$ cat src/rtl/fcd_pkg.sv
// Shared constants, types and codes of the frame change detector.
`default_nettype none

package fcd_pkg;

   localparam int MAX_WIDTH  = 2048;
   localparam int MAX_HEIGHT = 2048;
   localparam int COL_W      = $clog2(MAX_WIDTH);
   localparam int ROW_W      = $clog2(MAX_HEIGHT);
   localparam int CFG_W      = 12;
   localparam int THR_W      = 14;
   localparam int CSR_DATA_W = 14;
   localparam int PIX_W      = 8;
   localparam int SZ_W       = ((COL_W > CFG_W) ? ((COL_W > ROW_W) ? COL_W : ROW_W)
                                : ((CFG_W > ROW_W) ? CFG_W : ROW_W)) + 1;

   localparam logic [CFG_W-1:0] WIDTH_RESET  = CFG_W'(640);
   localparam logic [CFG_W-1:0] HEIGHT_RESET = CFG_W'(480);
   localparam logic [THR_W-1:0] THR_RESET    = THR_W'(500);

   localparam int GRAY_SUM_W = 22;
   localparam int GRAY_SHIFT = 14;
   localparam logic [GRAY_SUM_W-1:0] COEF_RED   = GRAY_SUM_W'(4899);
   localparam logic [GRAY_SUM_W-1:0] COEF_GREEN = GRAY_SUM_W'(9617);
   localparam logic [GRAY_SUM_W-1:0] COEF_BLUE  = GRAY_SUM_W'(1868);
   localparam logic [GRAY_SUM_W-1:0] GRAY_ROUND = GRAY_SUM_W'(8192);

   localparam int SUM_W      = 12;
   localparam int DIV9_W     = 13;
   localparam int DIV9_PROD_W = SUM_W + DIV9_W;
   localparam int DIV9_SHIFT = 16;
   localparam logic [DIV9_W-1:0] DIV9_RECIP = DIV9_W'(7282);
   localparam logic [SUM_W-1:0]  ROUND_BIAS = SUM_W'(4);

   localparam int CMP_W = THR_W + PIX_W;
   localparam logic [CMP_W-1:0] PCT_SCALE  = CMP_W'(10000);
   localparam logic [CMP_W-1:0] FULL_SCALE = CMP_W'(255);

   localparam int RSP_DEPTH = 2;
   localparam int NUM_FILT  = 4;

   typedef enum logic [1:0] {
      CSR_FRAME_WIDTH      = 2'd0,
      CSR_FRAME_HEIGHT     = 2'd1,
      CSR_CHANGE_THRESHOLD = 2'd2
   } csr_index_type;

   typedef struct packed {
      logic first;
      logic col_ge1;
      logic col_is1;
      logic row_ge1;
      logic row_is1;
      logic last_col;
      logic last_row;
      logic prev_present;
   } fcd_flags_type;

   typedef struct packed {
      logic [PIX_W-1:0] older;
      logic [PIX_W-1:0] newer;
   } fcd_line_type;

   typedef struct packed {
      logic             changed;
      logic [PIX_W-1:0] peak;
   } fcd_result_type;

endpackage

`default_nettype wire

$ cat src/rtl/fcd_filter.sv
// Difference window, 3x3 box sums and rounded division by nine.
`default_nettype none

module fcd_filter import fcd_pkg::*; (
   input  logic                          clock,
   input  logic                          reset,
   input  logic                          in_valid,
   input  fcd_flags_type                 in_flags,
   input  logic [PIX_W-1:0]              prev_gray,
   input  logic [PIX_W-1:0]              cur_gray,
   input  fcd_line_type                  line,
   output fcd_line_type                  wr_data,
   output logic                          out_valid,
   output fcd_flags_type                 out_flags,
   output logic [NUM_FILT-1:0][PIX_W-1:0] out_mean
);

   logic [PIX_W-1:0]                     diff;
   logic [2:0][2:0][PIX_W-1:0]           window_ff;
   logic [2:0][2:0][PIX_W-1:0]           window_in;
   logic                                 win_valid_ff;
   fcd_flags_type                        win_flags_ff;
   logic [2:0][PIX_W+1:0]                col_a;
   logic [2:0][PIX_W+1:0]                col_b;
   logic [1:0]                           lft;
   logic [NUM_FILT-1:0]                  filt_en;
   logic [NUM_FILT-1:0][SUM_W-1:0]       sum_in;
   logic [NUM_FILT-1:0][SUM_W-1:0]       sum_ff;
   logic                                 sum_valid_ff;
   fcd_flags_type                        sum_flags_ff;
   logic [NUM_FILT-1:0][DIV9_PROD_W-1:0] prod;
   logic [NUM_FILT-1:0][PIX_W-1:0]       mean_ff;
   logic                                 mean_valid_ff;
   fcd_flags_type                        mean_flags_ff;

   // shift in the new column: older line, newer line, this difference
   always_comb begin
      diff = (prev_gray > cur_gray) ? (prev_gray - cur_gray) : (cur_gray - prev_gray);
      window_in = window_ff;
      for (int i = 0; i < 3; i++) begin
         window_in[i][0] = window_ff[i][1];
         window_in[i][1] = window_ff[i][2];
      end
      window_in[0][2] = line.older;
      window_in[1][2] = line.newer;
      window_in[2][2] = diff;
      wr_data.older   = line.newer;
      wr_data.newer   = diff;
   end

   always_ff @(posedge clock) begin
      if (reset) begin
         window_ff    <= '0;
         win_valid_ff <= 1'b0;
      end else begin
         win_valid_ff <= in_valid;
         if (in_valid) begin
            window_ff <= window_in;
         end
      end
      win_flags_ff <= in_flags;
   end

   always_comb begin
      for (int j = 0; j < 3; j++) begin
         col_a[j] = (win_flags_ff.row_is1 ? (PIX_W+2)'(window_ff[2][j])
                                          : (PIX_W+2)'(window_ff[0][j]))
                  + (PIX_W+2)'(window_ff[1][j]) + (PIX_W+2)'(window_ff[2][j]);
         col_b[j] = ((PIX_W+2)'(window_ff[1][j]) << 1) + (PIX_W+2)'(window_ff[2][j]);
      end
      lft = win_flags_ff.col_is1 ? 2'd2 : 2'd0;
      filt_en[0] = win_flags_ff.col_ge1 && win_flags_ff.row_ge1;
      filt_en[1] = filt_en[0] && win_flags_ff.last_col;
      filt_en[2] = win_flags_ff.col_ge1 && win_flags_ff.last_row;
      filt_en[3] = filt_en[2] && win_flags_ff.last_col;
      sum_in[0] = SUM_W'(col_a[lft]) + SUM_W'(col_a[1]) + SUM_W'(col_a[2]) + ROUND_BIAS;
      sum_in[1] = (SUM_W'(col_a[1]) << 1) + SUM_W'(col_a[2]) + ROUND_BIAS;
      sum_in[2] = SUM_W'(col_b[lft]) + SUM_W'(col_b[1]) + SUM_W'(col_b[2]) + ROUND_BIAS;
      sum_in[3] = (SUM_W'(col_b[1]) << 1) + SUM_W'(col_b[2]) + ROUND_BIAS;
      for (int k = 0; k < NUM_FILT; k++) begin
         if (!filt_en[k]) begin
            sum_in[k] = '0;
         end
      end
   end

   always_comb begin
      for (int k = 0; k < NUM_FILT; k++) begin
         prod[k] = DIV9_PROD_W'(sum_ff[k]) * DIV9_PROD_W'(DIV9_RECIP);
      end
   end

   always_ff @(posedge clock) begin
      if (reset) begin
         sum_valid_ff  <= 1'b0;
         mean_valid_ff <= 1'b0;
      end else begin
         sum_valid_ff  <= win_valid_ff;
         mean_valid_ff <= sum_valid_ff;
      end
      sum_ff        <= sum_in;
      sum_flags_ff  <= win_flags_ff;
      mean_flags_ff <= sum_flags_ff;
      for (int k = 0; k < NUM_FILT; k++) begin
         mean_ff[k] <= prod[k][DIV9_SHIFT +: PIX_W];
      end
   end

   assign out_valid = mean_valid_ff;
   assign out_flags = mean_flags_ff;
   assign out_mean  = mean_ff;

endmodule

`default_nettype wire

$ cat config.mk
export PLATFORM = sky130hd
export DESIGN_NAME = fcd_filter
export DESIGN_NICKNAME = d
export VERILOG_FILES = /design/src/rtl/fcd_pkg.sv /design/src/rtl/fcd_filter.sv
export SDC_FILE = /design/constraint.sdc
export NUM_CORES = 1
export LEC_CHECK = 0
export ABC_AREA = 1
export BUFFER_PORTS_ARGS = -buffer_cell sky130_fd_sc_hd__buf_2
export CORE_ASPECT_RATIO = 0.8
export CORE_MARGIN = 2
export CORE_UTILIZATION = 30
export DETAILED_ROUTE_END_ITERATION = 7
export HOLD_SLACK_MARGIN = 0.05
export PLACE_DENSITY = 0.48
export SETUP_SLACK_MARGIN = 0.5
export SLEW_MARGIN = 0
export SYNTH_ARGS = -nofsm -noshare
export SYNTH_HDL_FRONTEND = slang
export SYNTH_SLANG_ARGS = --single-unit
$ cat constraint.sdc
create_clock -name clock -period 14.3 [get_ports clock]
set_input_delay 2.86 -clock clock [delete_from_list [all_inputs] [get_ports clock]]
set_output_delay 2.86 -clock clock [all_outputs]
set_load 0.1 [all_outputs]
# Yosys cells after proc, flatten, opt, wreduce, memory -nomap -nowiden
# Cells that the tools add are included.
# word_totals
register_bits	179
input_bits	43
output_inout_bits	57
# op_classes
add_sub_neg	21
n_mul	4
n_lt_le_gt_ge	2
mux	9
n_reduce_logical	4
# ops
operator	count
$mul 12x12->23 const B	4
$add 9x8->10	6
$add 11x10->12	4
$add 12x3->12 const B	4
$bmux 10 s2	2
$mux 8	4
$add 8x8->9	3
$add 10x10->11	2
$mux 10	2
$sub 8x8->8	2
$gt 8x8->1	1
$logic_and 1x1->1	4
$lt 2x3->1 const B	1
$mux 2	1

# Logic depth before layout (Yosys ltp)
# logic_depth
word_depth	8
mapped_depth	26
depth_no_buf	25

# Least setup slack after synthesis
# Ideal clock, no wire load.
# synth_path
path_kind	input-to-output
from	input port prev_gray[0]
to	output port wr_data[5] in the netlist's numbering
arrival_time_ps	4758
path_slack_ps	6682
path_stages	11
n_path_buf	0
cell_sequence	inv_1 ha_1 fa_1 nand3b_1 nand2_1 nand2_1 nand2_2 nand2_4 inv_8 nand2_2 nand2_1
# synth_rtl
item	line_no	source
start: declaration	fcd_filter.sv:9	input logic [PIX_W-1:0] prev_gray,
end: declaration	fcd_filter.sv:12	output fcd_line_type wr_data,

==> metrics <==
status finished clean; top post-synthesis cells by area ha_1 (24%), dfxtp_1 (17%), fa_1 (16%), inv_1 (11%), nand2_1 (9.0%); Final nets 3,411; PwrDens 181 mW/mm^2; Required @ worst endpoint 11,440 ps; total clock sinks 179; ys flop type dfxtp_1; number of port buffers 99; fin util 0.332; Worst Path Max Fanout 9; TritonCTS clock tree done; top-count cell post-synth inv_1; TritonCTS buffer count 17; initial antenna violation count 0; Worst Hold Path EP out_flags[6]; post-synthesis sequential area ratio 0.173; Reg clk slew, reported paths 60 ps; Commonest cells post-synth inv_1 (583), nand2_1 (495), ha_1 (395), nor2_1 (208), a21oi_1 (195); deepest clock path buffer count 2; multi-input combinational cell area 0.0147 mm^2; Reg area around 0.0036 mm^2; largest family of logic cells by synthesized area adder cells; Post-Syn Area 0.0207 mm^2; Vias between 15,000 and 20,000; I/O pin total 100; Worst setup SP type input pin; R2R setup slack 9230 ps; RSZ-0062 raised after global routing no; area leader, netlist ha_1; hold path cells 0; pin count of the biggest net entering global routing 89; FP Rows 86; final WL 51,400 um; Power Total 0.00411 W; grt ovf 0; share of the synthesized area in the top cell type 0.238; CP Class in2out; # fillers 7,518; Placer Congestion 0.839; H-tree levels 4; Worst Reg2Reg Path Length in Cells 22; Hold Path Class reg2reg; core footprint 0.0687 mm^2; Post-synth EDFFs 0; DRC viols 0; Period Utilization, post-route 0.544; Leakage between 10 and 15 nW; simple-gate area share of the yosys netlist 0.183; DRT Pass-1 Iters 5; crit path capture type output pin; Hold Vio Cnt, Final 0; f_max 129 MHz; worst skew pair latency approximately 490 ps; Synth Area in Adders 0.402; CP arrival 4920 ps; Slew Limit Headroom 0.416; Synth Area in Compound Gates 0.101; Initial Util 0.302; setup_tns 0 ps; r2r startpoint win_flags_ff[3]; Routed Antenna Nets 0; endpoints failing setup 0; fin crit period approximately 7800 ps; Yosys warning total 0; maximum vdd ir drop 104 uV; Netlist cell types 47; hold buffers post-CTS 0; Die ar. 0.0713 mm^2; Diodes inserted 0; Max-cap violations 0; Reg-to-Reg End sum_ff[9]; DIE WIDTH 298 um; DR WL/cell 13.7 um; share of cells above drive strength 1 0.0608; XOR/XNOR Fraction of Synth Area 0.0226; hpwl dp 44,000 um; # Post-CTS Setup Buffers 0; Resized Gates After CTS 0; Layout Skew 11.6 ps; mux share of post-synthesis cell area 0.00217; first-pass GRT wire length 84,200 um; GRT Overall Usage 0.149; P&R area growth vs syn 9.71%; iteration-0 DRC count of the detailed router 909; Yosys reg bits 179; Async SR Flop Fraction 0; worst slew pin tran 876 ps; height of the die roughly 240 um; Synth Net Count 3,331; Hold Startpoint sum_flags_ff[6]; clk root buf clkbuf_16; final max-slew violation count 0; syn avg cell area between 7 and 8 um^2; Via density between 4 and 5; post-synthesis cell count 2,723; number of global-route vias before repair 15,700
[area by class of cell]
type,count,area share
multi-input cells,1915,0.648
flip-flops and latches,179,0.157
inverters,586,0.0970
well taps,924,0.0508
repair buffers,104,0.0234
clock buffers,18,0.0189
clock inverters,12,0.00478
[metrics by stage]
step | worst slack [ps] | area (um^2) | std cells | hold WS, ps
2_1_floorplan | 6680 | 20700 | 2723 | 310
3_3_place_gp | 6490 | 22200 | 3708 | 310
3_5_place_dp | 6500 | 22200 | 3708 | 312
4_1_cts | 6500 | 22800 | 3738 | 329
5_1_grt | 6400 | 22800 | 3738 | 335
6_report | 6520 | 22800 | 3738 | 327
[registers in the layout (all words and copies together) (netlist names)]
register      cells
window_ff        72
sum_ff           48
out_mean         32
out_flags         8
sum_flags_ff      8
win_flags_ff      8
out_valid         1
sum_valid_ff      1
win_valid_ff      1
[report_power, final]
part | leakage, nW | internal, W | switching, W
registers | 1.48 | 0.000577 | 0.0000731
clock network | 0.263 | 0.000238 | 0.000222
logic | 11.4 | 0.00103 | 0.00198
total | 13.1 | 0.00184 | 0.00227
[per-layer routing]
metal	track usage	wire, um	vias up
li1	-	-	8778
met1	0.243	30000	7533
met2	0.196	18700	273
met3	0.0247	2180	25
met4	0.0329	490	0
met5	0	0	-
[kinds of logic (layout without fill, tap and decap cells)]
group,count (synthesis),after routing
flops,179,179
simple gates,903,903
mux,4,4
xor+xnor,51,51
buf+inv,629,720
compound gates,392,392
fa+ha+maj,565,565
[layout by cell type (no fill, tap or decap), types with 5 or more instances in the layout]
| master | count |
|---|---|
| nand3_2 | 7 |
| nor3_1 | 16 |
| a31oi_1 | 9 |
| ha_1 | 395 |
| fa_1 | 170 |
| nand3_1 | 106 |
| xnor2_1 | 13 |
| clkbuf_16 | 17 |
| a21o_1 | 11 |
| nand2_2 | 7 |
| a21oi_1 | 195 |
| nor4_1 | 5 |
| dfxtp_1 | 179 |
| or2_2 | 9 |
| nand3b_1 | 8 |
| inv_1 | 582 |
| nand2_1 | 495 |
| o21ai_0 | 142 |
| buf_2 | 99 |
| buf_4 | 5 |
| nand4_1 | 33 |
| o21a_1 | 8 |
| nor2_1 | 208 |
| xor2_1 | 35 |
| o21bai_1 | 16 |
[how the worst max path moves through the flow]
stage                      end          from  slack, ps
floorplan           wr_data[5]  prev_gray[0]       6680
global placement    wr_data[3]  prev_gray[0]       6490
detailed placement  wr_data[3]  prev_gray[0]       6500
CTS                 wr_data[3]  prev_gray[0]       6500
global route        wr_data[3]  prev_gray[0]       6400
finish              wr_data[3]  prev_gray[0]       6520
[critical path: stages]
cell,delay [ps]
buf_2,110
inv_1,50
ha_1,210
fa_1,410
nand3b_1,170
nand2_1,130
nand2_1,80
nand2_2,80
nand2_4,110
inv_8,120
nand2_2,60
nand2_1,100
buf_2,440
(Power assumes the default switching activity.)
