<file path="src/rtl/fcd_pkg.sv">
// Shared constants, types and codes of the frame change detector.
`default_nettype none

package fcd_pkg;

   localparam int MAX_WIDTH  = 2048;
   localparam int MAX_HEIGHT = 2048;
   localparam int COL_W      = $clog2(MAX_WIDTH);
   localparam int ROW_W      = $clog2(MAX_HEIGHT);
   localparam int CFG_W      = 12;
   localparam int THR_W      = 14;
   localparam int CSR_DATA_W = 14;
   localparam int PIX_W      = 8;
   localparam int SZ_W       = ((COL_W > CFG_W) ? ((COL_W > ROW_W) ? COL_W : ROW_W)
                                : ((CFG_W > ROW_W) ? CFG_W : ROW_W)) + 1;

   localparam logic [CFG_W-1:0] WIDTH_RESET  = CFG_W'(640);
   localparam logic [CFG_W-1:0] HEIGHT_RESET = CFG_W'(480);
   localparam logic [THR_W-1:0] THR_RESET    = THR_W'(500);

   localparam int GRAY_SUM_W = 22;
   localparam int GRAY_SHIFT = 14;
   localparam logic [GRAY_SUM_W-1:0] COEF_RED   = GRAY_SUM_W'(4899);
   localparam logic [GRAY_SUM_W-1:0] COEF_GREEN = GRAY_SUM_W'(9617);
   localparam logic [GRAY_SUM_W-1:0] COEF_BLUE  = GRAY_SUM_W'(1868);
   localparam logic [GRAY_SUM_W-1:0] GRAY_ROUND = GRAY_SUM_W'(8192);

   localparam int SUM_W      = 12;
   localparam int DIV9_W     = 13;
   localparam int DIV9_PROD_W = SUM_W + DIV9_W;
   localparam int DIV9_SHIFT = 16;
   localparam logic [DIV9_W-1:0] DIV9_RECIP = DIV9_W'(7282);
   localparam logic [SUM_W-1:0]  ROUND_BIAS = SUM_W'(4);

   localparam int CMP_W = THR_W + PIX_W;
   localparam logic [CMP_W-1:0] PCT_SCALE  = CMP_W'(10000);
   localparam logic [CMP_W-1:0] FULL_SCALE = CMP_W'(255);

   localparam int RSP_DEPTH = 2;
   localparam int NUM_FILT  = 4;

   typedef enum logic [1:0] {
      CSR_FRAME_WIDTH      = 2'd0,
      CSR_FRAME_HEIGHT     = 2'd1,
      CSR_CHANGE_THRESHOLD = 2'd2
   } csr_index_type;

   typedef struct packed {
      logic first;
      logic col_ge1;
      logic col_is1;
      logic row_ge1;
      logic row_is1;
      logic last_col;
      logic last_row;
      logic prev_present;
   } fcd_flags_type;

   typedef struct packed {
      logic [PIX_W-1:0] older;
      logic [PIX_W-1:0] newer;
   } fcd_line_type;

   typedef struct packed {
      logic             changed;
      logic [PIX_W-1:0] peak;
   } fcd_result_type;

endpackage

`default_nettype wire

</file>
<file path="src/rtl/fcd_gray.sv">
// Registered RGB to gray conversion of the previous and current pixel.
`default_nettype none

module fcd_gray import fcd_pkg::*; (
   input  logic             clock,
   input  logic [PIX_W-1:0] prev_red,
   input  logic [PIX_W-1:0] prev_green,
   input  logic [PIX_W-1:0] prev_blue,
   input  logic [PIX_W-1:0] cur_red,
   input  logic [PIX_W-1:0] cur_green,
   input  logic [PIX_W-1:0] cur_blue,
   output logic [PIX_W-1:0] prev_gray,
   output logic [PIX_W-1:0] cur_gray
);

   logic [GRAY_SUM_W-1:0] prev_sum;
   logic [GRAY_SUM_W-1:0] cur_sum;
   logic [PIX_W-1:0]      prev_gray_ff;
   logic [PIX_W-1:0]      cur_gray_ff;

   always_comb begin
      prev_sum = GRAY_SUM_W'(prev_red) * COEF_RED + GRAY_SUM_W'(prev_green) * COEF_GREEN
               + GRAY_SUM_W'(prev_blue) * COEF_BLUE + GRAY_ROUND;
      cur_sum  = GRAY_SUM_W'(cur_red) * COEF_RED + GRAY_SUM_W'(cur_green) * COEF_GREEN
               + GRAY_SUM_W'(cur_blue) * COEF_BLUE + GRAY_ROUND;
   end

   always_ff @(posedge clock) begin
      prev_gray_ff <= prev_sum[GRAY_SHIFT +: PIX_W];
      cur_gray_ff  <= cur_sum[GRAY_SHIFT +: PIX_W];
   end

   assign prev_gray = prev_gray_ff;
   assign cur_gray  = cur_gray_ff;

endmodule

`default_nettype wire

</file>
<file path="config.mk">
export PLATFORM = sky130hd
export DESIGN_NAME = fcd_gray
export DESIGN_NICKNAME = d
export VERILOG_FILES = /design/src/rtl/fcd_pkg.sv /design/src/rtl/fcd_gray.sv
export SDC_FILE = /design/constraint.sdc
export NUM_CORES = 1
export LEC_CHECK = 0
export ABC_CLOCK_PERIOD_IN_PS = 19750
export BUFFER_PORTS_ARGS = -buffer_cell sky130_fd_sc_hd__buf_4
export CORE_MARGIN = 2
export CORE_UTILIZATION = 45
export DETAILED_ROUTE_END_ITERATION = 10
export GPL_TIMING_DRIVEN = 1
export HOLD_SLACK_MARGIN = 0.1
export PLACE_DENSITY_LB_ADDON = 0.2
export SLEW_MARGIN = 20
export SYNTH_ARGS = -nofsm -noshare
export SYNTH_HDL_FRONTEND = slang
export SYNTH_SLANG_ARGS = --single-unit
</file>
<file path="constraint.sdc">
create_clock -name clock -period 19.75 [get_ports clock]
set_clock_uncertainty 0.2 [all_clocks]
set_input_delay 5.925 -clock clock [delete_from_list [all_inputs] [get_ports clock]]
set_output_delay 5.925 -clock clock [all_outputs]
set_load 0.02 [all_outputs]
</file>
After elaboration in Yosys (flattened, before gate mapping)

Index checks and enable logic that the tools add are counted.

Flip-flop bits (word level): 16
Latch bits: 0
Memory bits (writable): 0
Bits in read-only memories: 0
Bits of input ports: 49
Word-level logic and storage cells: 14
Memories kept: 0

Add/sub/neg operators: 6
$mul: 6
Divide/modulo/power cells: 0
Order comparisons: 0
Eq/ne operators: 0
Shifts and indexed selects: 0
Mux-type cells: 0
Bitwise operators: 0
Reductions and logical operators: 0

Operators with widths:

| operator                                            | count |
|---|---|
| adder 21 x 22 -> 22 bit                             | 2 |
| adder 22 x 14 -> 22 bit (second input constant)     | 2 |
| adder 22 x 19 -> 22 bit                             | 2 |
| multiplier 8 x 14 -> 22 bit (second input constant) | 2 |
| multiplier 8 x 13 -> 21 bit (second input constant) | 2 |
| multiplier 8 x 9 -> 17 bit (second input constant)  | 2 |

Logic depth before layout (Yosys ltp)

Gate-level depths: netlist of run 1.

Depth in word-level cells: 4
Gate-level depth with buffers: 30

Worst setup path after synthesis of run 1

Ideal clock, no wire load.

Path kind: input-to-reg
From: in prev_blue[5]
To: reg prev_gray_ff[7], in the netlist prev_gray[7]
Setup time: 0.121 ns
Data arrival time: 12.269 ns
Data required time: 19.429 ns
Setup slack: 7.160 ns
Cell stages on the path: 28
Path buffers: 1
Path through: ha_1 -> ha_1 -> inv_1 -> fa_1 -> fa_1 -> inv_1 -> ha_1 -> nor3b_1 -> o21a_1 -> o21ai_0 -> a21bo_2 -> nand2b_1 -> xor2_1 -> ha_1 -> ha_1 -> fa_1 -> inv_1 -> fa_1 -> fa_1 -> inv_1 -> ha_1 -> buf_6 -> a2111oi_4 -> a31oi_1 -> o31a_1 -> or2_4 -> o31ai_4 -> xnor2_1

Longest elaborated chain between the ends: 3

RTL lines:

| item                       | RTL line       | text |
|---|---|---|
| start: declaration         | fcd_gray.sv:8  | `input logic [PIX_W-1:0] prev_blue,` |
| multiplier 8 x 9 -> 17 bit | fcd_gray.sv:23 | `+ GRAY_SUM_W'(prev_blue) * COEF_BLUE + GRAY_ROUND;` |
| adder 22 x 19 -> 22 bit    | fcd_gray.sv:23 |  |
| adder 22 x 14 -> 22 bit    | fcd_gray.sv:23 |  |
| net prev_sum[21]           | fcd_gray.sv:16 | `logic [GRAY_SUM_W-1:0] prev_sum;` |
| end signal: assignment     | fcd_gray.sv:29 | `prev_gray_ff <= prev_sum[GRAY_SHIFT +: PIX_W];` |
| end: declaration           | fcd_gray.sv:18 | `logic [PIX_W-1:0] prev_gray_ff;` |

The timed path passes the listed nets, and every way through them passes these cells.

Worst setup path after layout of run 1

Same ends and word-level chain as after synthesis.

==> metrics, run 1 <==
GR Util All Layers 17.76%; CP Class input port to flip-flop; main combinational cell family by area after synthesis adder cells; TritonCTS buffer count 3; Final setup viols 0; Crit path top cell by count ha_1; Yosys cell types 51; Post-Route WL 20.13 mm; Hold Buf Count CTS 0; CP Capture Point prev_gray[7]$_DFF_P_; Filler Cells Inserted 2164; post-synthesis mux area share 0.09697%; count of state elements after synthesis 16; layout net count 1661; die area 24170 um^2; Critical Path Source prev_blue[5]; GP Congestion 0.8216; area leader, netlist ha_1; count of final max-slew check failures 0; DRC 0; via count 6907; CTS root buf clkbuf_16; top achievable clock speed 77.25 MHz; crit path max fanout 7; Die Ht 155.5 um; Area Overhead vs Synth 8.728%; RSZ-0062 raised after global routing false; GRT Residual Overflow 0; Final Hold Fails 0; CP Buf/Inv Count 5; Routed WL per cell 14.03 um; Setup crit end kind flip-flop; WP data arrival 12.87 ns; area of the multi-input gates 8579 um^2; Slew @ Worst Pin 0.8948 ns; DRT Pass-1 Iters 4; Post-Synth XOR/XNOR Area 3.309%; Top Family by Delay on Critical Path adder cells; CTS Buffer Depth 2; Core Footprint 22570 um^2; Final TNS setup 0 ns; Final HPWL DP 18.79 mm; die width 155.5 um; CTS tree done; Ys Warns 0; Post-synth EDFFs 0; CP Launch Type input port; Slew headroom 39.41%; Post-synth top flop dfxtp_1; Worst Hold Class input port to flip-flop; Synth Area in Adders 68.41%; IO Port Bufs 64; first-pass GRT wire length 34.08 mm; IO Pins 65; Rows 55; simple-gate share of the synthesized area 4.921%; critical path's slowest cell fa_1; Max Cap Viol 0; Synth Area in Compound Gates 6.376%; Final Non-Filler Cells 1435; vias in the first global route 7044; synth top area cells ha_1 35%, fa_1 34%, inv_1 14%; post-synthesis net count 1593; synthesized instance count 1084; Worst Path Required 19.68 ns; Stages on worst setup path 28; initial antenna violation count 0; sequential share of the synthesized area 3.103%; crit share post-route 65.55%; slowest cell delay on critical path 0.56 ns; clock sink total 16; status finished, final reports clean; Post-CTS Repair Setup Buffers 0; initial DRC count 189; pin count of the biggest net entering global routing 9; CTS clk-pin slew, worst paths 0.05 ns; Initial Util 45.73%; Avg Cell Area, Syn 9.523 um^2; asr flop ratio synth 0%; cell count after placement 1432; DRT antenna net count 0; Vias/cell 4.813; FF+latch area 320.3 um^2; layout cell share with drive strength beyond 1 7.217%; Tmin final 12.95 ns; # resized after CTS 0; H-tree Lvls 1; Mapped Area 10320 um^2; ant diodes 0; area share of the largest cell type after synthesis 34.67%
## tightest hold or removal path, delay by kind of cell
kind | cells | cell delay (ns)
buffers and inverters | 1 | 0.16
adder cells (fa/ha/maj) | 1 | 0.20
XOR/XNOR | 2 | 0.20
## sequential cells by signal, summed over array words and instances, names as in the netlist
register,cells
prev_gray,8
cur_gray,8
## placed cells by master, fill, tap and decap left out, types with 9 or more instances in the layout
master	netlist	layout
xnor2_1	25	25
o21ai_0	18	18
xor2_1	14	14
inv_1	376	376
nand2_1	14	14
fa_1	174	174
a21oi_1	23	23
nand3_1	9	9
nor2_1	27	27
dfxtp_1	16	16
buf_4	0	64
ha_1	286	286
## routing by layer
layer  vias up  share of wire (%)  global-route usage (%)
met4         0                1.2                   2.709
met5         -                  0                       0
li1       3485                  -                       -
met3        14                2.4                   1.198
met1      3334                 50                   26.54
met2        74                 47                   28.91
## layout make-up
cell class              count  area share [%]
clock buffers               3          0.6689
well taps                 285           3.177
repair buffers             64           4.281
flip-flops and latches     16           2.854
multi-input cells         691           76.44
inverters                 376           12.58
## stage by stage
| stage | worst slack, ns | util [%] | instance area (um^2) | hold WS [ns] |
|---|---|---|---|---|
| after floorplan | 7.160 | - | 10320 | 6.064 |
| after global placement | 6.654 | 49.39 | 11150 | 6.140 |
| after detailed placement | 6.548 | 49.39 | 11150 | 6.137 |
| after CTS | 6.793 | 49.72 | 11220 | 6.080 |
| after global routing | 6.509 | 49.72 | 11220 | 6.121 |
| final | 6.804 | 49.72 | 11220 | 6.077 |
## worst min-delay path by stage
stage	start	endpoint	cells past startpoint
6_report	prev_green[7]	prev_gray[7]$_DFF_P_	4
5_1_grt	prev_green[7]	prev_gray[7]$_DFF_P_	4
4_1_cts	prev_green[7]	prev_gray[7]$_DFF_P_	4
3_5_place_dp	prev_gray[6]$_DFF_P_	prev_gray[6]	1
3_3_place_gp	cur_gray[5]$_DFF_P_	cur_gray[5]	1
2_1_floorplan	cur_gray[0]$_DFF_P_	cur_gray[0]	0
## cells by family (layout without fill, tap and decap cells)
logic type / Yosys count / count (layout)
adder cells (fa/ha/maj): 460 / 460
buffers and inverters: 377 / 443
multiplexers: 1 / 1
XOR/XNOR: 39 / 39
AND/OR/NAND/NOR: 99 / 99
flip-flops: 16 / 16
AO/OA/AOI/OAI: 92 / 92
## synthesized netlist by cell type, types with 2 or more instances
library cell,n
xnor2_1,25
inv_1,376
o21a_1,8
nand2b_1,6
and3_1,3
dfxtp_1,16
a31oi_1,3
nor3_1,8
or3_1,3
nor2_1,27
nand4_1,6
o31ai_1,3
nand3b_1,2
o21ai_2,2
a211oi_1,4
and2_1,2
nand3_1,9
nand2_1,14
a21oi_1,23
o21ai_0,18
o311a_1,2
o211ai_1,2
nor2b_1,5
a21o_1,7
o31a_1,5
ha_1,286
fa_1,174
or2_2,8
nor3b_1,2
xor2_1,14
Power of run 1 is not shown: default switching activity piles up to over one toggle a cycle in this logic, so the estimate is an artifact.
==> inputs of run 2 (changes only) <==
ABC_AREA = 1   (was unset)
ABC_CLOCK_PERIOD_IN_PS = 11000   (was 19750)
clock period = 11 ns   (was 19.75 ns; I/O delays follow)
==> metrics, run 2 <==
IO Port Bufs 64; synth top area cells ha_1 32%, fa_1 31%, inv_1 15%; GRT Residual Overflow 0; Final HPWL DP 23.37 mm; Final TNS setup 0 ns; slowest cell delay on critical path 0.53 ns; Synth top cells by count 443 x inv_1, 286 x ha_1, 189 x nand2_1; area share of the largest cell type after synthesis 31.56%; asr flop ratio synth 0%; synthesized instance count 1373; RSZ-0062 raised after global routing false; Core Footprint 24960 um^2; crit share post-route 88.84%; Max Cap Viol 0; sequential share of the synthesized area 2.825%; ant diodes 0; crit path max fanout 6; most common cell after layout, fill and taps aside inv_1; area leader, netlist ha_1; TritonCTS buffer count 3; Worst Path Required 10.94 ns; CTS root buf clkbuf_16; area of the multi-input gates 9341 um^2; Routed WL per cell 14.04 um; layout cell share with drive strength beyond 1 6.801%; CTS tree done; Area Overhead vs Synth 8.661%; Ys Warns 0; Avg Cell Area, Syn 8.259 um^2; Final WS setup 1.228 ns; # resized after CTS 0; DP Worst Slack 0.9953 ns; CP Class input port to flip-flop; Post-Route WL 24.87 mm; Rows 58; Initial Util 45.42%; commonest cells after routing, fill and taps aside 443 x inv_1, 286 x ha_1, 189 x nand2_1; Mapped Area 11340 um^2; via count 8391; Hold Buf Count CTS 0; Post-synth EDFFs 0; clock sink total 16; die width 162.7 um; GP Congestion 0.9184; Worst Hold Class input port to flip-flop; WP data arrival 9.72 ns; CTS Buffer Depth 2; H-tree Lvls 1; initial antenna violation count 0; initial DRC count 322; Yosys cell types 40; Setup crit end kind flip-flop; FF+latch area 320.3 um^2; CP Launch Type input port; count of state elements after synthesis 16; Top Family by Delay on Critical Path adder cells; most common cell in the netlist inv_1; GR Util All Layers 20.20%; IO Pins 65; Tmin final 9.772 ns; CTS clk-pin slew, worst paths 0.05 ns; layout net count 1951; Final setup viols 0; CP Buf/Inv Count 7; Vias/cell 4.738; first-pass GRT wire length 42.62 mm; Die Ht 162.7 um; DRC 0; critical path's slowest cell fa_1; Final Hold Fails 0; vias in the first global route 8731; status finished, final reports clean; Post-synth top flop dfxtp_1; die area 26480 um^2; pin count of the biggest net entering global routing 10; Slew headroom 69.91%; Post-CTS Repair Setup Buffers 0; top achievable clock speed 102.3 MHz; DRT Pass-1 Iters 5; Slew @ Worst Pin 0.4475 ns; DRT antenna net count 0; count of final max-slew check failures 0; Filler Cells Inserted 2471; post-synthesis net count 1882
[run 2: changes by cell type after synthesis, moves of 7 or more]
cell	change
inv_1	+67
nand2_1	+175
nand3_1	+27
xnor2_1	-11
nor2_1	+24
a21oi_1	+22
o21bai_1	+7
[run 2: worst paths after layout]
kind  cells past startpoint  slack, ns          start                   end
min                       6       3.46  prev_green[0]  prev_gray[5]$_DFF_P_
max                      28       1.23    cur_blue[2]   cur_gray[7]$_DFF_P_
[run 2: through the flow]
step,cell area (um^2),util [%],cells,hold WS (ns)
floorplan,11340,-,1373,3.439
global placement,12230,49.00,1767,3.520
detailed placement,12230,49.00,1767,3.516
CTS,12320,49.36,1771,3.461
global route,12320,49.36,1771,3.542
finish,12320,49.36,1771,3.462
[run 2: cell families after synthesis]
kind of cell | synth area share, %
XOR/XNOR | 2.472
AND/OR/NAND/NOR | 12.35
buffers and inverters | 14.80
AO/OA/AOI/OAI | 5.285
adder cells (fa/ha/maj) | 62.28
flip-flops | 2.825
[run 2: layer usage]
layer	vias to the layer above	part of all wire, %	GRT usage (%)
met5	-	0	0
met4	0	1.2	2.695
met3	22	3.9	1.375
met2	128	43	31.45
met1	3936	52	31.44
li1	4305	-	-
[run 2: worst min-delay path, cell delays in order]
cell     delay [ns]
buf_4          0.15
nand2_1        0.07
nor2_2         0.06
nand4_1        0.11
nand4_1        0.11
nand2_1        0.08
[run 2: cell type report]
type	instances	share of cell area (%)
multi-input combinational	910	75.81
clock buffer	4	0.7210
timing repair buffer	64	3.899
inverter	447	13.62
tap	330	3.351
sequential	16	2.600
Power of run 2 is left out for the same reason.
