===== src/rtl/fcd_pkg.sv =====
// Shared constants, types and codes of the frame change detector.
`default_nettype none

package fcd_pkg;

   localparam int MAX_WIDTH  = 2048;
   localparam int MAX_HEIGHT = 2048;
   localparam int COL_W      = $clog2(MAX_WIDTH);
   localparam int ROW_W      = $clog2(MAX_HEIGHT);
   localparam int CFG_W      = 12;
   localparam int THR_W      = 14;
   localparam int CSR_DATA_W = 14;
   localparam int PIX_W      = 8;
   localparam int SZ_W       = ((COL_W > CFG_W) ? ((COL_W > ROW_W) ? COL_W : ROW_W)
                                : ((CFG_W > ROW_W) ? CFG_W : ROW_W)) + 1;

   localparam logic [CFG_W-1:0] WIDTH_RESET  = CFG_W'(640);
   localparam logic [CFG_W-1:0] HEIGHT_RESET = CFG_W'(480);
   localparam logic [THR_W-1:0] THR_RESET    = THR_W'(500);

   localparam int GRAY_SUM_W = 22;
   localparam int GRAY_SHIFT = 14;
   localparam logic [GRAY_SUM_W-1:0] COEF_RED   = GRAY_SUM_W'(4899);
   localparam logic [GRAY_SUM_W-1:0] COEF_GREEN = GRAY_SUM_W'(9617);
   localparam logic [GRAY_SUM_W-1:0] COEF_BLUE  = GRAY_SUM_W'(1868);
   localparam logic [GRAY_SUM_W-1:0] GRAY_ROUND = GRAY_SUM_W'(8192);

   localparam int SUM_W      = 12;
   localparam int DIV9_W     = 13;
   localparam int DIV9_PROD_W = SUM_W + DIV9_W;
   localparam int DIV9_SHIFT = 16;
   localparam logic [DIV9_W-1:0] DIV9_RECIP = DIV9_W'(7282);
   localparam logic [SUM_W-1:0]  ROUND_BIAS = SUM_W'(4);

   localparam int CMP_W = THR_W + PIX_W;
   localparam logic [CMP_W-1:0] PCT_SCALE  = CMP_W'(10000);
   localparam logic [CMP_W-1:0] FULL_SCALE = CMP_W'(255);

   localparam int RSP_DEPTH = 2;
   localparam int NUM_FILT  = 4;

   typedef enum logic [1:0] {
      CSR_FRAME_WIDTH      = 2'd0,
      CSR_FRAME_HEIGHT     = 2'd1,
      CSR_CHANGE_THRESHOLD = 2'd2
   } csr_index_type;

   typedef struct packed {
      logic first;
      logic col_ge1;
      logic col_is1;
      logic row_ge1;
      logic row_is1;
      logic last_col;
      logic last_row;
      logic prev_present;
   } fcd_flags_type;

   typedef struct packed {
      logic [PIX_W-1:0] older;
      logic [PIX_W-1:0] newer;
   } fcd_line_type;

   typedef struct packed {
      logic             changed;
      logic [PIX_W-1:0] peak;
   } fcd_result_type;

endpackage

`default_nettype wire


===== src/rtl/fcd_peak.sv =====
// Frame peak tracking and threshold decision at the last pixel.
`default_nettype none

module fcd_peak import fcd_pkg::*; (
   input  logic                           clock,
   input  logic                           reset,
   input  logic                           in_valid,
   input  fcd_flags_type                  in_flags,
   input  logic [NUM_FILT-1:0][PIX_W-1:0] in_mean,
   input  logic [THR_W-1:0]               threshold,
   output logic                           res_valid,
   output fcd_result_type                 res_data
);

   logic [PIX_W-1:0] peak_ff;
   logic [PIX_W-1:0] peak_in;
   logic [PIX_W-1:0] peak_max;
   logic             has_prev_ff;
   logic             has_prev_in;
   logic             fin_valid_ff;
   logic             fin_has_ff;
   logic [PIX_W-1:0] fin_peak_ff;
   logic             res_valid_ff;
   fcd_result_type   res_ff;
   logic [CMP_W-1:0] lhs;
   logic [CMP_W-1:0] rhs;

   always_comb begin
      peak_max = peak_ff;
      for (int k = 0; k < NUM_FILT; k++) begin
         if (in_mean[k] > peak_max) begin
            peak_max = in_mean[k];
         end
      end
      has_prev_in = in_flags.first ? in_flags.prev_present : has_prev_ff;
      peak_in = (in_flags.last_col && in_flags.last_row) ? '0 : peak_max;
   end

   always_comb begin
      lhs = CMP_W'(fin_peak_ff) * PCT_SCALE;
      rhs = CMP_W'(threshold) * FULL_SCALE;
   end

   always_ff @(posedge clock) begin
      if (reset) begin
         peak_ff      <= '0;
         has_prev_ff  <= 1'b0;
         fin_valid_ff <= 1'b0;
         res_valid_ff <= 1'b0;
      end else begin
         fin_valid_ff <= in_valid && in_flags.last_col && in_flags.last_row;
         res_valid_ff <= fin_valid_ff;
         if (in_valid) begin
            peak_ff     <= peak_in;
            has_prev_ff <= has_prev_in;
         end
      end
      fin_has_ff     <= has_prev_in;
      fin_peak_ff    <= has_prev_in ? peak_max : '0;
      res_ff.changed <= fin_has_ff && (lhs >= rhs);
      res_ff.peak    <= fin_peak_ff;
   end

   assign res_valid = res_valid_ff;
   assign res_data  = res_ff;

endmodule

`default_nettype wire


===== config.mk =====
export PLATFORM = sky130hd
export DESIGN_NAME = fcd_peak
export DESIGN_NICKNAME = d
export VERILOG_FILES = /design/src/rtl/fcd_pkg.sv /design/src/rtl/fcd_peak.sv
export SDC_FILE = /design/constraint.sdc
export NUM_CORES = 1
export LEC_CHECK = 0
export BUFFER_PORTS_ARGS = -buffer_cell sky130_fd_sc_hd__clkbuf_2
export CAP_MARGIN = 15
export CORE_MARGIN = 5
export CORE_UTILIZATION = 50
export DETAILED_ROUTE_END_ITERATION = 7
export PLACE_DENSITY = 0.7
export SETUP_SLACK_MARGIN = 0.1
export SYNTH_ARGS = -nofsm -noshare
export SYNTH_HDL_FRONTEND = slang
export SYNTH_SLANG_ARGS = --single-unit

===== constraint.sdc =====
create_clock -name clock -period 10.3 [get_ports clock]
set_input_delay 0.515 -clock clock [delete_from_list [all_inputs] [get_ports clock]]
set_output_delay 0.515 -clock clock [all_outputs]
set_load 0.01 [all_outputs]

# Word-level counts from Yosys, hierarchy flattened
# Index checks and enable logic that the tools add are counted.
# word_totals
ff_bits	29
elab_cells	25
# op_classes
multipliers	2
order_cmp	5
muxes	6
reduce_logical	4
# op_table
operator	count
two-way mux 8 bit	5
greater-than comparator 8 bit	4
greater-or-equal comparator 22 bit	1
multiplier 14 x 8 -> 22 bit (second input constant)	1
multiplier 8 x 10 -> 18 bit (second input constant)	1
logical AND 1 bit	4
two-way mux 1 bit	1

# Depth between registers and ports, before layout
# Gate-level depths: netlist (run 1).
# logic_depth
depth_word	9
mapped_depth	44
mapped_depth_nobuf	39

# Worst setup path after synthesis (run 1)
# Ideal clock, no wire load.
# synth_path
kind	input -> register
startpoint	input in_mean[7] in the netlist's numbering
endpoint	register peak_ff[3]
t_arrival_ns	7.054
t_required_ns	10.168
path_slack_ns	3.114
cell_stages	39
path_buffers	5
path_cell_list	ha_1 > and2_4 > a221oi_2 > a21o_1 > buf_6 > mux2i_1 > ha_1 > a21o_1 > a21o_1 > a21o_1 > a211oi_1 > o2bb2ai_1 > nor2_4 > mux2i_1 > inv_1 > ha_1 > o21ai_0 > a21oi_1 > [3 not listed] > clkbuf_2 > o22ai_1 > nor2b_2 > buf_6 > buf_6 > o21ai_0 > ha_1 > nor2b_1 > o21a_1 > o21ai_0 > nand2b_1 > a21oi_1 > o21ai_0 > o21ai_1 > clkbuf_1 > nand3_1 > a21oi_2 > o31ai_2
# synth_between
elab_chain_cells	9
# synth_rtl
item	line_no	rtl
from (decl)	fcd_peak.sv:9	input logic [NUM_FILT-1:0][PIX_W-1:0] in_mean,
greater-than comparator 8 bit	fcd_peak.sv:31	if (in_mean[k] > peak_max) begin
two-way mux 8 bit (*)	fcd_peak.sv:31	
greater-than comparator 8 bit	fcd_peak.sv:31	
two-way mux 8 bit (*)	fcd_peak.sv:31	
greater-than comparator 8 bit	fcd_peak.sv:31	
two-way mux 8 bit (*)	fcd_peak.sv:31	
greater-than comparator 8 bit	fcd_peak.sv:31	
two-way mux 8 bit (*)	fcd_peak.sv:31	
two-way mux 8 bit (*)	fcd_peak.sv:36	peak_in = (in_flags.last_col && in_flags.last_row) ? '0 : peak_max;
to (signal assigned)	fcd_peak.sv:54	peak_ff <= peak_in;
to (decl)	fcd_peak.sv:15	logic [PIX_W-1:0] peak_ff;
# Mark *: on every way between the ends. The rest lies on a longest branch, timed or not.
# A chain may end at the register's enable or synchronous reset.

# Final worst setup path (run 1)
# layout_path
startpoint	register peak_ff[1]
endpoint	register peak_ff[5]
# layout_between
elab_chain_cells	9
# layout_rtl
item	line_no
greater-than comparator 8 bit	fcd_peak.sv:31
two-way mux 8 bit (*)	fcd_peak.sv:31
greater-than comparator 8 bit	fcd_peak.sv:31
two-way mux 8 bit (*)	fcd_peak.sv:31
greater-than comparator 8 bit	fcd_peak.sv:31
two-way mux 8 bit (*)	fcd_peak.sv:31
greater-than comparator 8 bit	fcd_peak.sv:31
two-way mux 8 bit (*)	fcd_peak.sv:31
two-way mux 8 bit (*)	fcd_peak.sv:36
# Marked as above.

==> results of run 1 <==
[cell families after synthesis]
| logic type | Yosys count |
|---|---|
| buf+inv | 148 |
| flops | 29 |
| compound gates | 148 |
| mux | 17 |
| xor+xnor | 25 |
| simple gates | 134 |
| fa+ha+maj | 201 |
[layer usage]
layer,part of all wire,up-vias,track usage,wire [um]
li1,-,2498,-,-
met1,0.47,2337,0.256,6150
met2,0.48,86,0.322,6300
met3,0.037,9,0.0194,485
met4,0.0081,0,0.0315,106
met5,0,-,0,0
[layout make-up]
class | instances | area share
Multi-Input combinational cell | 525 | 0.742
Sequential cell | 29 | 0.0838
Inverter | 139 | 0.0753
Timing Repair Buffer | 64 | 0.0469
Tap cell | 172 | 0.0311
Clock buffer | 5 | 0.0181
Clock inverter | 3 | 0.00253
[sequential cells by signal, summed over array words and instances (netlist names)]
| name | cells |
|---|---|
| res_data | 9 |
| has_prev_ff | 1 |
| fin_has_ff | 1 |
| fin_peak_ff | 8 |
| fin_valid_ff | 1 |
| peak_ff | 8 |
| res_valid | 1 |
[how the worst min path moves through the flow]
stage / end / slack, ns
finish: res_valid / 0.45
global route: has_prev_ff / 0.47
CTS: has_prev_ff / 0.46
detailed placement: res_valid / 0.44
global placement: res_valid / 0.43
floorplan: res_data[1] / 0.39
[placed cells by master, fill, tap and decap left out, types with 8 or more instances in the layout]
cell type,netlist,routed
nand3_1,23,23
ha_1,129,129
mux2i_1,13,13
nand2_1,27,27
xor2_1,11,11
a21oi_1,43,43
clkbuf_2,1,62
o21ai_0,26,26
xnor2_1,14,14
fa_1,72,72
nor2_1,36,36
inv_1,139,139
o21a_1,8,8
a21o_1,18,18
dfxtp_1,29,29
[critical path: cells and delay by family (launching register included)]
kind	cells	cell delay, ns
adders and majority gates	4	1.14
buffers and inverters	4	0.72
and+or+nand+nor	6	1.31
muxes	3	0.97
DFF	1	0.42
AOI/OAI and AO/OA	21	3.96
[through the flow]
step | instance area [um2] | worst slack, ns | std cells
floorplan | 6310 | 3.11 | 702
global placement | 6790 | 1.82 | 929
detailed placement | 6790 | 1.58 | 929
CTS | 6930 | 1.74 | 937
global route | 6930 | 0.897 | 937
finish | 6930 | 1.63 | 937
==> metrics.md, run 1 <==
| Metric | Value |
|---|---|
| Slowest stage delay, CP | `0.57 ns` |
| Crit path launch type | `flip-flop` |
| Largest family of logic cells by synthesized area | `adder cells` |
| CTS Buf Count | `5` |
| Row Count | `41` |
| Starting Density | `0.504` |
| CTS tree | `done` |
| Final slew viol count | `0` |
| Slew Limit Headroom | `0.483` |
| Post-synthesis adder-cell area fraction | `0.484` |
| Hold Vio Cnt, Final | `0` |
| Min-delay src | `fin_valid_ff` |
| Htree depth | `2` |
| Netlist cell types | `60` |
| GRT Util Overall | `0.186` |
| Tcrit/Tclk final | `0.842` |
| DRT antenna net count | `0` |
| Dominant cell type by area after synthesis | `ha_1` |
| Crit path max fanout | `16` |
| Post-Synth XOR/XNOR Area | `0.0347` |
| Post-synthesis sequential area ratio | `0.0920` |
| FF-to-FF Start | `peak_ff[1]` |
| Total core area | `12500 um2` |
| Synth Area in Simple Gates | `0.108` |
| CP Launch Point | `peak_ff[1]` |
| Vias | `4930` |
| Synth warn | `0` |
| FF-to-FF setup slack | `1.63 ns` |
| Synth Area in Compound Gates | `0.160` |
| Detailed Routing Iterations Pass 1 | `5` |
| Clock Sinks | `29` |
| Synth Flop Type | `dfxtp_1` |
| DRC Markers | `0` |
| Layout Nets | `1022` |
| Post-CTS Repair Setup Buffers | `0` |
| Commonest cells post-synth | `inv_1 (139), ha_1 (129), fa_1 (72)` |
| WS Path Type | `flip-flop to flip-flop` |
| Clock Tree Root | `clkbuf_16` |
| Status | `completed` |
| Ys async rst share | `0` |
| Via/cell ratio | `5.26` |
| Hold Buf Count CTS | `0` |
| Count leader, synth | `inv_1` |
| Post-synthesis mux area share | `0.0284` |
| Min Tclk post-route | `8.67 ns` |
| Hold path cells | `1` |
| Post-synth EDFFs | `0` |
| Fillers | `1160` |
| Clock transition at path regs | `0.05 ns` |
| Max Cap Viol | `0` |
| Diode count | `0` |
| IO Pins | `67` |
| Full die area | `15000 um2` |
| Main area contributors after synthesis | `ha_1 (26%), fa_1 (23%), dfxtp_1 (9.2%)` |
| Worst Hold Class | `flip-flop to flip-flop` |
| Die Y | `122 um` |
| Clock Path Buffers | `2` |
| CTS resizes | `0` |
| Most used cell, CP | `a21o_1` |
| First-pass GRT wire length | `23000 um` |
| Post-layout util | `0.554` |
| Layout cell share with drive strength beyond 1 | `0.131` |
| Area of the multi-input gates | `5140 um2` |
| Yosys top cell area share | `0.256` |
| PortBufs | `62` |
| Total Wirelength | `13000 um` |
| Cells on worst reg2reg path | `38` |
| Register area | `581 um2` |
| Final Hold Slack | `0.454 ns` |
| GR Overflow Total | `0` |
| Syn nets | `960` |
| Pin count of the biggest net entering global routing | `17` |
| Placer congestion estimate | `0.901` |
| Clk_skew | `0.00369 ns` |
| Die Width | `122 um` |
| Cell count after synthesis | `702` |
| Initial DRC Count | `177` |
| Number of global-route vias before repair | `5136` |
| Critical path arrival | `8.82 ns` |
| Fmax achieved | `115 MHz` |
| Unrepaired setup endpoints after global routing | `no` |
| End point of the critical path | `peak_ff[5]` |
| # setup viols final | `0` |
| Setup TNS Final | `0 ns` |
| Post-DP HPWL | `11600 um` |
| Initial antenna violation count | `0` |
| Setup crit end kind | `flip-flop` |
| Reg2reg end | `peak_ff[5]` |
| Critical-path top delay cell | `nor2b_2` |
| Measured slew at the worst slew-check pin | `0.771 ns` |
| DR WL/cell | `13.9 um` |
| Synthesis-to-finish area growth | `9.84%` |
| WP data required | `10.45 ns` |
| Netlist Area Pre-Place | `6310 um2` |
| Syn Area/Cell | `8.99 um2` |
| Number of synthesized register bits | `29` |
| Worst-skew pair later-pin latency | `0.27 ns` |
Power of run 1 is left out: the tool's default activity adds up to more than one toggle a clock period on the data nets, which glitch-free logic cannot reach.
==> inputs of run 2 (changes only) <==
==> constraint.sdc (replaced) <==
create_clock -name clock -period 8.1 [get_ports clock]
set_input_delay 0.405 -clock clock [delete_from_list [all_inputs] [get_ports clock]]
set_output_delay 0.405 -clock clock [all_outputs]
set_load 0.01 [all_outputs]
==> run 2 against run 1 <==
Effect of this change:
- clock skew is 0.0047 ns higher
- worst setup slack worse by 0.91 ns
- sequential cell count stayed put
- critical path type unchanged
- critical endpoint is now peak_ff[2]
==> metrics.md, run 2 (same netlist as run 1, synthesis figures left out) <==
| Metric | Value |
|---|---|
| Row Count | `41 (unchanged)` |
| Register area | `581 um2 (unchanged)` |
| Max Cap Viol | `0 (unchanged)` |
| Commonest non-fill, non-tap cell in the layout | `inv_1` |
| Clk_skew | `0.00839 ns (+0.00470 ns)` |
| DRT antenna net count | `0 (unchanged)` |
| Setup TNS Final | `0 ns (unchanged)` |
| DR WL/cell | `13.8 um (-0.82%)` |
| Clock transition at path regs | `0.05 ns (about the same)` |
| Initial antenna violation count | `0 (unchanged)` |
| Diode count | `0 (unchanged)` |
| Worst-skew pair later-pin latency | `0.27 ns (about the same)` |
| Final Hold Slack | `0.355 ns (-0.0982 ns)` |
| Initial DRC Count | `196 (+11%)` |
| Post-route setup slack | `0.721 ns (-0.908 ns)` |
| CTS tree | `done` |
| Unrepaired setup endpoints after global routing | `no` |
| Pin count of the biggest net entering global routing | `21 (+4)` |
| Min Tclk post-route | `7.38 ns (-1.29 ns)` |
| Number of global-route vias before repair | `5077 (-1.1%)` |
| Worst Hold Class | `input pin to flip-flop` |
| Cell Area, Placed | `6820 um2 (+0.44%)` |
| CTS Buf Count | `5 (unchanged)` |
| Area of the multi-input gates | `5150 um2 (about the same)` |
| Slowest stage delay, CP | `0.41 ns (-0.16 ns)` |
| Post-DP HPWL | `11500 um (-1.4%)` |
| First-pass GRT wire length | `22900 um (-0.60%)` |
| Critical path arrival | `7.59 ns (-1.23 ns)` |
| GRT Util Overall | `0.184 (-0.00156)` |
| Dpl ws | `0.571 ns (-1.01 ns)` |
| Clock Tree Root | `clkbuf_16` |
| Clock Path Buffers | `2 (unchanged)` |
| Via/cell ratio | `5.22 (-0.79%)` |
| Synthesis-to-finish area growth | `10.9%` |
| Fmax achieved | `136 MHz (+18%)` |
| Layout cell share with drive strength beyond 1 | `0.137 (+0.00582)` |
| WP data required | `8.31 ns (-2.14 ns)` |
| Placer congestion estimate | `0.927 (+2.9%)` |
| Number of flip-flops in the largest register | `9 (unchanged)` |
| Status | `completed` |
| Vias | `4912 (-0.37%)` |
| Hold Vio Cnt, Final | `0 (unchanged)` |
| Slew Limit Headroom | `0.573 (+0.0906)` |
| Setup crit end kind | `flip-flop` |
| Tcrit/Tclk final | `0.911 (+0.0692)` |
| GR Overflow Total | `0 (unchanged)` |
| Total Wirelength | `13000 um (-0.40%)` |
| Htree depth | `2 (unchanged)` |
| WS Path Type | `flip-flop to flip-flop` |
| Post-CTS Repair Setup Buffers | `0 (unchanged)` |
| Die Width | `122 um (unchanged)` |
| IO Pins | `67 (unchanged)` |
| Crit path launch type | `flip-flop` |
| Worst path bufs/invs | `3 (-1)` |
| Fillers | `1137 (-2.0%)` |
| Critical-path top delay cell | `dfxtp_1` |
| Detailed Routing Iterations Pass 1 | `5 (unchanged)` |
| DRC Markers | `0 (unchanged)` |
| Measured slew at the worst slew-check pin | `0.640 ns (-0.131 ns)` |
| Crit path max fanout | `20 (+4)` |
| Starting Density | `0.504 (unchanged)` |
| Most used cell, CP | `a21o_1` |
| Die Y | `122 um (unchanged)` |
| Total core area | `12500 um2 (unchanged)` |
| PortBufs | `62 (unchanged)` |
| Hold Buf Count CTS | `0 (unchanged)` |
| Most frequent cells in the layout | `inv_1 (139), ha_1 (129), fa_1 (72)` |
| Clock Sinks | `29 (unchanged)` |
| Final slew viol count | `0 (unchanged)` |
| Post-route cell area | `7000 um2 (+0.98%)` |
| Full die area | `15000 um2 (unchanged)` |
| Top Family by Delay on Critical Path | `compound AO/OA/AOI/OAI gates` |
| Layout Nets | `1026 (+0.39%)` |
| # setup viols final | `0 (unchanged)` |
==> run 2: metal layers <==
metal	GRT usage	wire [um]	vias up
li1	-	-	2496
met1	0.254	6160	2313
met2	0.322	6270	93
met3	0.0194	489	10
met4	0.0252	74	0
met5	0	0	-
==> run 2: metrics by stage <==
step,utilization,std cells
2_1_floorplan,-,702
3_3_place_gp,0.545,933
3_5_place_dp,0.545,933
4_1_cts,0.559,941
5_1_grt,0.559,941
6_report,0.559,941
==> run 2: worst paths after layout <==
kind	from	to	slack, ns	cells after the start
worst max register to register	peak_ff[3]	peak_ff[2]	0.72	37
worst min register to register	fin_valid_ff	res_valid	0.44	1
worst min-delay path	reset	res_valid	0.36	2
worst max-delay path	peak_ff[3]	peak_ff[2]	0.72	37
==> run 2: worst register-to-register path, delay by kind of cell (launching register included) <==
kind	cells	cell delay, ns
compound gates	22	3.57
mux	3	0.89
fa+ha+maj	4	1.19
buf+inv	3	0.45
flops	1	0.41
simple gates	5	0.79
==> run 2: final cells by class <==
class	count	share of cell area
sequential	29	0.0830
timing repair buffer	68	0.0508
inverter	139	0.0746
multi-input combinational	525	0.736
clock inverter	2	0.00536
tap	172	0.0308
clock buffer	6	0.0198
==> run 2: what timing repair did <==
item,in CTS,in global routing
endpoints found under the setup margin,0,8
resized for setup,0,1
endpoints found under the hold margin,0,0
Power of run 2 is left out for the same reason.
